<file path="src/cpa_pkg.sv">
// shared types and constants of the color pair allocator
package cpa_pkg;

    localparam int CODE_W = 9;
    localparam int KEY_W  = 2 * CODE_W;

    typedef logic [1:0]        t_kind;
    typedef logic [CODE_W-1:0] t_code;
    typedef logic [KEY_W-1:0]  t_key;

    localparam t_kind KIND_INDEXED = 2'd0;
    localparam t_kind KIND_RGB     = 2'd1;
    localparam t_kind KIND_OTHER   = 2'd2;

    localparam t_code CODE_NONE = 9'h1FF;

    // token handed from one cell to the next
    typedef struct packed {
        logic pass;
        t_key key;
    } t_tok;

endpackage

</file>
<file path="src/cpa_cell.sv">
// one slot of the pair table: holds a stored pair and checks the passing key
module cpa_cell #(
    parameter int CELL_INDEX = 1,
    parameter int SLOT_W     = 8
) (
    input  logic              i_clk,
    input  logic              i_rst_n,
    input  cpa_pkg::t_tok     i_tok,
    input  logic [SLOT_W-1:0] i_next_free,
    output cpa_pkg::t_tok     o_tok,
    output logic              o_match
);

    localparam logic [SLOT_W-1:0] MyIndex = SLOT_W'(CELL_INDEX);

    logic          r_tok_v;
    cpa_pkg::t_key r_key;
    cpa_pkg::t_key r_entry;
    logic          occupied;
    logic          write_en;

    assign occupied = MyIndex < i_next_free;
    assign write_en = r_tok_v && (MyIndex == i_next_free);
    assign o_match  = r_tok_v && occupied && (r_entry == r_key);
    // token moves on only past a filled slot that does not match
    assign o_tok.pass = r_tok_v && occupied && (r_entry != r_key);
    assign o_tok.key  = r_key;

    always_ff @(posedge i_clk) begin
        if (!i_rst_n) begin
            r_tok_v <= 1'b0;
        end else begin
            r_tok_v <= i_tok.pass;
        end
        if (i_tok.pass) begin
            r_key <= i_tok.key;
        end
        if (write_en) begin
            r_entry <= r_key;
        end
    end

endmodule

</file>
<file path="config.mk">
export PLATFORM = sky130hd
export DESIGN_NAME = cpa_cell
export DESIGN_NICKNAME = d
export VERILOG_FILES = /design/src/cpa_pkg.sv /design/src/cpa_cell.sv
export SDC_FILE = /design/constraint.sdc
export NUM_CORES = 1
export LEC_CHECK = 0
export ABC_AREA = 1
export ABC_CLOCK_PERIOD_IN_PS = 4050
export BUFFER_PORTS_ARGS = -buffer_cell sky130_fd_sc_hd__buf_2
export CELL_PAD_IN_SITES_DETAIL_PLACEMENT = 1
export CELL_PAD_IN_SITES_GLOBAL_PLACEMENT = 2
export CORE_MARGIN = 1.5
export CORE_UTILIZATION = 33
export DETAILED_ROUTE_END_ITERATION = 7
export PLACE_DENSITY_LB_ADDON = 0.1
export SYNTH_ARGS = -nofsm -noshare
export SYNTH_HDL_FRONTEND = slang
export SYNTH_SLANG_ARGS = --single-unit
</file>
<file path="constraint.sdc">
create_clock -name i_clk -period 4.05 [get_ports i_clk]
set_input_delay 0.2025 -clock i_clk [delete_from_list [all_inputs] [get_ports i_clk]]
set_output_delay 0.2025 -clock i_clk [all_outputs]
set_load 0.005 [all_outputs]
</file>
==> flow_summary.yaml <==
critical_path:
  worst-path-max-fanout: 4
  cp_data_required_time_ns: 3.85
  crit_arrival_ns: 1.51
  critPathSlowestCell: "sky130_fd_sc_hd__edfxtp_1"
  reg2reg_depth: 2
  timing.critical_path.slowest_cell_delay_ns: 0.43
  cp-start-kind: "flip-flop"
  timing_worst_setup_path_type: "reg -> out"
  critical-path-top-cell-by-count: "sky130_fd_sc_hd__nand2_1"
  setup_crit_end_kind: "output port"
  cp_cell_sequence: "nand2_1 -> nand2_1 -> nor2_1 -> nand2_1 -> nor2_1 -> nand3_1 -> nand2_1 -> inv_1 -> buf_2"
detailed_routing:
  totalWireLength_um: 2812
  via_count_of_the_routed_design: 1051
  drtPass1Iterations: 4
  antenna_left: 0
  wl_per_cell_um: 11.48
  avgViaCountPerCell: 4.290
  drt_drc_violations_left: 0
  detailedRoute.firstIterationViolations: 15
clock_tree:
  cts-hold-fix-buffers: 0
  cts.path.max_buffers: 2
  number_of_sinks_driven_by_the_clock_tree: 37
  cts.clk_slew.worst_paths_ns: 0.08
  clock_network_latency_to_the_later_pin_of_the_worst_skew_pair_ns: 0.29
  tritoncts: "done"
  cts-resized-gates: 0
  cts-htree-levels: 2
  tritoncts.num_buffers: 5
  cts_post_setup_buffers_inserted: 0
  cts.root.buffer_cell: "sky130_fd_sc_hd__clkbuf_8"
floorplan:
  die_width_um: 70.65
  ioPinCount: 49
  core_region_area_mm2: 0.004384
  initial_core_utilization: 0.3445
  core.rowCount: 24
  total_die_area_mm2: 0.004991
  chipHeight_um: 70.65
yosys:
  synth_fp_nets: 166
  synth_cell_type_count: 10
  yosys_register_bits: 37
  yosys_warnings: 0
  synth_seq_area_share: 0.7291
  syn-instance-count: 137
  synth.cell_area_mm2: 0.001510
  avgSynthCellArea_um2: 11.02
sta:
  fmaxAchievable_mhz: 583.4
  rsz0062_at_grt: "no"
  hold_viol: 0
  final_max_slew_viol_count: 0
  final.min_clock_period_ns: 1.714
  post_route_worst_setup_slack_ns: 2.336
  final.period_utilization: 0.4232
  timing.clock.skew_ns: 0.006351
  timing.slew.headroom: 0.3982
  tns_ns: 0
  worstMarginPinSlew_ns: 0.9018
  report.final.setup_viol: 0
  fin_worst_hold_slack_ns: 0.08029
final_layout:
  layout.cells.non_filler: 245
  mostFrequentLayoutCell: "sky130_fd_sc_hd__buf_2"
  postLayoutCoreUtil: 0.4409
  final_cell_mix: "48 x sky130_fd_sc_hd__buf_2, 43 x sky130_fd_sc_hd__nand2_1, 36 x sky130_fd_sc_hd__edfxtp_1"
  post_route_cells_drive_above_1_share: 0.3057
  final_net_count: 221
  antenna_cells: 0
  stdcell_area_mm2: 0.001933
  flow.area_growth_from_synthesis_pct: 28.00
grt:
  globalRoute.totalOverflow: 0
  groute.usage.overall: 0.1287
  first_pass_grt_wire_length_um: 4836
  initial_antenna_violation_count: 0
  grt_start_max_net_pins: 20
  first_global_vias: 1132
placed_design:
  detailedPlacementHpwl_um: 2153
  place_area_mm2: 0.001818
  routabilityCongestion: 0.6767
  buffer_ports.inserted: 48
  dpl.cell_count: 237
  dp_slack_ns: 2.065
status:
  run_status: "completed"
pwr:
  power.ir.vdd_worst_mv: 0.2064
  leakagePower_nw: 0.9090
  power_density_mw_per_mm2: 426.8
  power_frac_seq: 0.548
  power_frac_clock: 0.387
  finalPower_mw: 0.8251
  power.combinational.fraction: 0.065
  power.internal_mw: 0.6510
  net_switching_power_figure_mw: 0.1741
  power.switching_fraction: 0.2110
job:
  drv.max_cap_violation_count: 0
hold_path:
  min_path_cells: 1
  hold_crit_class: "in -> reg"
==> power groups by stage <==
stage / combinational (mW) / clock [mW] / sequential, mW
floorplan: 0.0183 / 0 / 0.460
global placement: 0.0525 / 0 / 0.461
detailed placement: 0.0549 / 0 / 0.462
CTS: 0.0553 / 0.333 / 0.453
global route: 0.0614 / 0.344 / 0.456
finish: 0.0535 / 0.319 / 0.452
==> critical path: cells and delay by family (launching register included) <==
kind	cells	cell delay [ns]
AND/OR/NAND/NOR	7	0.65
flip-flops	1	0.43
buffers and inverters	2	0.14
==> flip-flops by register name (all words and copies together) (netlist names) <==
name / flops
r_entry: 18
r_key: 18
r_tok_v: 1
==> layout make-up <==
cell class | count | area [um^2]
Tap cell | 52 | 65.06
Sequential cell | 37 | 1101
Multi-Input combinational cell | 71 | 302.8
Clock buffer | 5 | 68.82
Clock inverter | 3 | 46.29
Timing Repair Buffer | 48 | 240.2
Inverter | 29 | 108.9
Fill cell | 506 | 2451
==> final timing paths <==
path	from	end	slack, ns
worst max-delay path	r_key[2]$_DFFE_PP_	o_tok[18]	2.34
worst min-delay path	i_tok[6]	r_key[6]$_DFFE_PP_	0.08
worst max register to register	r_tok_v$_SDFF_PN0_	r_entry[5]$_DFFE_PP_	2.61
worst min register to register	r_key[3]$_DFFE_PP_	r_entry[3]$_DFFE_PP_	0.50
==> cells by family (layout without fill, tap and decap cells) <==
logic type | after synthesis | in the layout | share of synthesized area
XOR/XNOR | 4 | 4 | 0.02320
AND/OR/NAND/NOR | 67 | 67 | 0.1756
flip-flops | 37 | 37 | 0.7291
buffers and inverters | 29 | 85 | 0.07208
==> synthesized netlist by cell type, drive strengths merged <==
master	number	area (um^2)
inv	29	108.9
nor2	21	81.33
edfxtp	36	1081
or3	1	11.26
dfxtp	1	20.02
xnor2	4	35.03
nand2	43	161.4
nand4	1	6.260
nand3	1	5.000
==> metal layers <==
| metal | global-route usage | up-vias | share of wire |
|---|---|---|---|
| met5 | 0 | - | 0 |
| met3 | 0.03134 | 5 | 0.047 |
| met1 | 0.1438 | 487 | 0.40 |
| met2 | 0.2233 | 27 | 0.53 |
| li1 | - | 532 | - |
| met4 | 0.07547 | 0 | 0.023 |
Power figures use the tool's default switching activity.
