[src/cpa_pkg.sv]
// shared types and constants of the color pair allocator
package cpa_pkg;

    localparam int CODE_W = 9;
    localparam int KEY_W  = 2 * CODE_W;

    typedef logic [1:0]        t_kind;
    typedef logic [CODE_W-1:0] t_code;
    typedef logic [KEY_W-1:0]  t_key;

    localparam t_kind KIND_INDEXED = 2'd0;
    localparam t_kind KIND_RGB     = 2'd1;
    localparam t_kind KIND_OTHER   = 2'd2;

    localparam t_code CODE_NONE = 9'h1FF;

    // token handed from one cell to the next
    typedef struct packed {
        logic pass;
        t_key key;
    } t_tok;

endpackage

[src/cpa_quant.sv]
// maps one indexed or rgb color to its 256-color palette code, any other kind to CODE_NONE
module cpa_quant (
    input  cpa_pkg::t_kind i_kind,
    input  logic [7:0]     i_index,
    input  logic [7:0]     i_red,
    input  logic [7:0]     i_green,
    input  logic [7:0]     i_blue,
    output cpa_pkg::t_code o_code
);

    // v*5/255 as a ladder of thresholds
    function automatic logic [2:0] cube_level(input logic [7:0] v);
        logic [2:0] lvl;
        begin
            lvl = 3'd0;
            if (v >= 8'd51)  lvl = 3'd1;
            if (v >= 8'd102) lvl = 3'd2;
            if (v >= 8'd153) lvl = 3'd3;
            if (v >= 8'd204) lvl = 3'd4;
            if (v == 8'd255) lvl = 3'd5;
            cube_level = lvl;
        end
    endfunction

    logic [7:0]  gray_x;
    logic [15:0] gray_prod;
    logic [4:0]  gray_q;
    logic [8:0]  gray_sum;
    logic [7:0]  gray_code;
    logic [7:0]  cube_code;
    logic [7:0]  rgb_code;

    always_comb begin
        gray_x    = i_red - 8'd8;
        // divide by 10 through the reciprocal 205/2048
        gray_prod = 16'(gray_x) * 16'd205;
        gray_q    = gray_prod[15:11];
        gray_sum  = 9'd232 + 9'(gray_q);
        gray_code = gray_sum[8] ? 8'd255 : gray_sum[7:0];
        if (i_red < 8'd8) begin
            gray_code = 8'd16;
        end else if (i_red > 8'd248) begin
            gray_code = 8'd231;
        end
        cube_code = 8'd16 + 8'd36 * 8'(cube_level(i_red))
                  + 8'd6 * 8'(cube_level(i_green)) + 8'(cube_level(i_blue));
        rgb_code  = (i_red == i_green && i_green == i_blue) ? gray_code : cube_code;
    end

    always_comb begin
        unique case (i_kind)
            cpa_pkg::KIND_INDEXED: o_code = {1'b0, i_index};
            cpa_pkg::KIND_RGB:     o_code = {1'b0, rgb_code};
            default:               o_code = cpa_pkg::CODE_NONE;
        endcase
    end

endmodule

[config.mk]
export PLATFORM = sky130hd
export DESIGN_NAME = cpa_quant
export DESIGN_NICKNAME = d
export VERILOG_FILES = /design/src/cpa_pkg.sv /design/src/cpa_quant.sv
export SDC_FILE = /design/constraint.sdc
export NUM_CORES = 1
export LEC_CHECK = 0
export ABC_AREA = 1
export ABC_CLOCK_PERIOD_IN_PS = 18200
export BUFFER_PORTS_ARGS = -buffer_cell sky130_fd_sc_hd__buf_2
export CAP_MARGIN = 20
export CORE_ASPECT_RATIO = 0.5
export CORE_MARGIN = 2
export CORE_UTILIZATION = 25
export DETAILED_ROUTE_END_ITERATION = 6
export GPL_ROUTABILITY_DRIVEN = 1
export MAX_ROUTING_LAYER = met4
export SYNTH_ARGS = -nofsm -noshare
export SYNTH_HDL_FRONTEND = slang
export SYNTH_SLANG_ARGS = --single-unit
[constraint.sdc]
create_clock -name vclk -period 18.2
set_input_delay 3.64 -clock vclk [all_inputs]
set_output_delay 3.64 -clock vclk [all_outputs]
set_load 0.005 [all_outputs]
==> metrics.md <==
| Metric | Value |
|---|---|
| Max_slew headroom | `65.8%` |
| XOR/XNOR Fraction of Synth Area | `6.26%` |
| First-pass GRT wire length | `11600 um` |
| CP startpoint kind | `input pin` |
| Setup Slack @ Placement | `6.71 ns` |
| Compound-gate portion of the synthesized area | `10.4%` |
| Multiplexer share of the synthesized area | `0%` |
| Largest family of logic cells by synthesized area | `adder cells` |
| First-pass DRT Iterations | `4` |
| Core footprint | `10300 um2` |
| Post-Place Cells | `610` |
| Seq/Total Area, Yosys | `0%` |
| Post-CTS Setup Repair Bufs | `0` |
| Fin cells | `610` |
| Final Worst Setup Slack | `6.69 ns` |
| VDD IR-drop max | `18.8 uV` |
| Filler cell count in the final layout | `1178` |
| Slowest cell on the critical path | `fa_1` |
| Syn_area_per_cell | `6.15 um2` |
| Number of antenna violations at the first check in global routing | `0` |
| Die H | `76.9 um` |
| Share of cells above drive strength 1 | `13.6%` |
| LEAKAGE | `1.72 nW` |
| Number of port buffers | `43` |
| Area of the multi-input gates | `2260 um2` |
| Area delta synth->final | `13.1%` |
| Post-Synth Simple-Gate Area | `31.2%` |
| Synth warn | `0` |
| FFs & Latches | `0` |
| Overflow after GRT | `0` |
| Worst Max-Slew Pin Slew | `0.507 ns` |
| Fmax | `86.8 MHz` |
| Post-CTS sizing | `0` |
| Row cnt | `26` |
| Post-route DRC | `0` |
| GP Congestion | `0.866` |
| Via density | `4.42` |
| Clock Buffer Count | `0` |
| Final worst path period share | `63.3%` |
| Vias | `2695` |
| Number of DRC markers in iteration 0 | `116` |
| Largest net degree at the start of global routing | `10` |
| Final Hold Fails | `0` |
| Final setup fails | `0` |
| CTS Hold Buffers Added | `0` |
| CP most frequent cell | `nand2_1` |
| CP max FO | `8` |
| I/O Pins | `43` |
| Routed WL | `6570 um` |
| Max Slew Vio Count | `0` |
| Unrepaired setup endpoints after global routing | `no` |
| Crit path required time | `14.56 ns` |
| Die width | `150 um` |
| Fin crit period | `11.51 ns` |
| Die area | `11500 um2` |
| Final HPWL DP | `5890 um` |
| Vias in the first global route | `2614` |
| Worst path max stage delay | `0.55 ns` |
| Critical path endpoint category | `primary output` |
| Outcome | `finished clean` |
| Register area | `0 um2` |
| Routed len/inst | `10.8 um` |
| Antenna Nets Post-Route | `0` |
| Hold-critical path depth | `2` |
| Syn Inst Count | `432` |
| Total Neg Setup Slack | `0 ns` |
| # diodes | `0` |
| Post-Synth Adder-Cell Area | `37.1%` |
| Min-delay worst type | `in2out` |
| Pwr per Cell Area | `61.8 nW/um2` |
| Post-Syn Area | `2660 um2` |
| GR Util All Layers | `12.1%` |
| Syn Nets | `537` |
| Fin nets | `577` |
| Worst endpoint data arrival time | `7.87 ns` |
| Initial Utilization | `25.8%` |
| Post-synthesis cell type count | `33` |
| Max Cap Violations | `0` |
| Crit Path Class | `in2out` |
## cells in the mapped netlist, drive strengths merged
library cell	n	area, um2
a21oi	18	90.1
clkbuf	1	3.75
o21a	1	7.51
o21bai	2	15.0
nor2	42	180
o41ai	1	8.76
nor3	5	25.0
and2	1	6.26
a31oi	4	25.0
nand3	23	120
xnor2	13	114
o21ai	19	98.8
buf	4	38.8
ha	58	726
fa	13	260
or3	1	6.26
nand4	4	25.0
xor2	6	52.6
inv	94	353
a21o	2	15.0
o211ai	2	15.0
or2	1	6.26
nand2	116	460
clkinv	1	3.75
## critical path, delay by kind of cell
family                     cells  cell delay [ns]
xor gates and xnor gates       1             0.30
and+or+nand+nor               13             0.93
adders and majority gates      6             2.42
buffers and inverters          6             0.57
## metal layers
| layer | track usage [%] | vias up | part of all wire, % | routed length [um] |
|---|---|---|---|---|
| li1 | - | 1429 | - | - |
| met1 | 16.4 | 1225 | 51 | 3370 |
| met2 | 21.3 | 37 | 47 | 3060 |
| met3 | 0.0595 | 4 | 1.7 | 109 |
| met4 | 0.849 | 0 | 0.46 | 30 |
| met5 | - | - | 0 | 0 |
## cell usage in the layout, fill, tap and decap left out
master    instances
nand2_4           1
nand4_1           4
nor3_1            5
or3_1             1
nand3_1          22
o21ai_2           1
o21ai_0          11
clkinv_1          1
nor2_2            3
or2_1             1
xnor2_1          13
nand3_2           1
nor2_4            2
inv_2             6
o21bai_1          2
a31oi_1           4
o211ai_1          2
inv_1            88
o21ai_1           7
nor2_1           37
buf_2            43
o41ai_1           1
xor2_1            6
o21a_1            1
fa_1             13
and2_1            1
ha_1             58
nand2_1         108
nand2_2           7
a21oi_1          18
a21o_1            2
## per-stage QoR
step                      hold slack, ns  utilization [%]  cell area (um2)  total power, mW
after detailed placement            7.48             29.2             3000            0.186
after global placement              7.48             29.2             3000            0.185
final                               7.48             29.2             3000            0.186
after CTS                           7.48             29.2             3000            0.188
after floorplan                     7.36                -             2660            0.143
after global routing                7.49             29.2             3000            0.221
## path summary, 6_finish.rpt
check | start | end | slack, ns
worst min-delay path | i_kind[1] | o_code[8] | 7.48
worst max-delay path | i_red[3] | o_code[0] | 6.69
## cell type report
| cell class | count | share of cell area [%] |
|---|---|---|
| Timing Repair Buffer | 43 | 7.16 |
| Tap cell | 140 | 5.83 |
| Multi-Input combinational cell | 332 | 75.1 |
| Inverter | 95 | 11.9 |
## power by group
group          total (mW)  switching [mW]  internal [mW]
combinational       0.186           0.113         0.0729
clock                   0               0              0
sequential              0               0              0
## cells by family (layout without fill, tap and decap cells)
kind of cell	after synthesis	count (layout)
simple gates	193	193
buf+inv	100	138
fa+ha+maj	71	71
compound gates	49	49
xor+xnor	19	19
No activity file was read; power rests on OpenSTA's default activity.
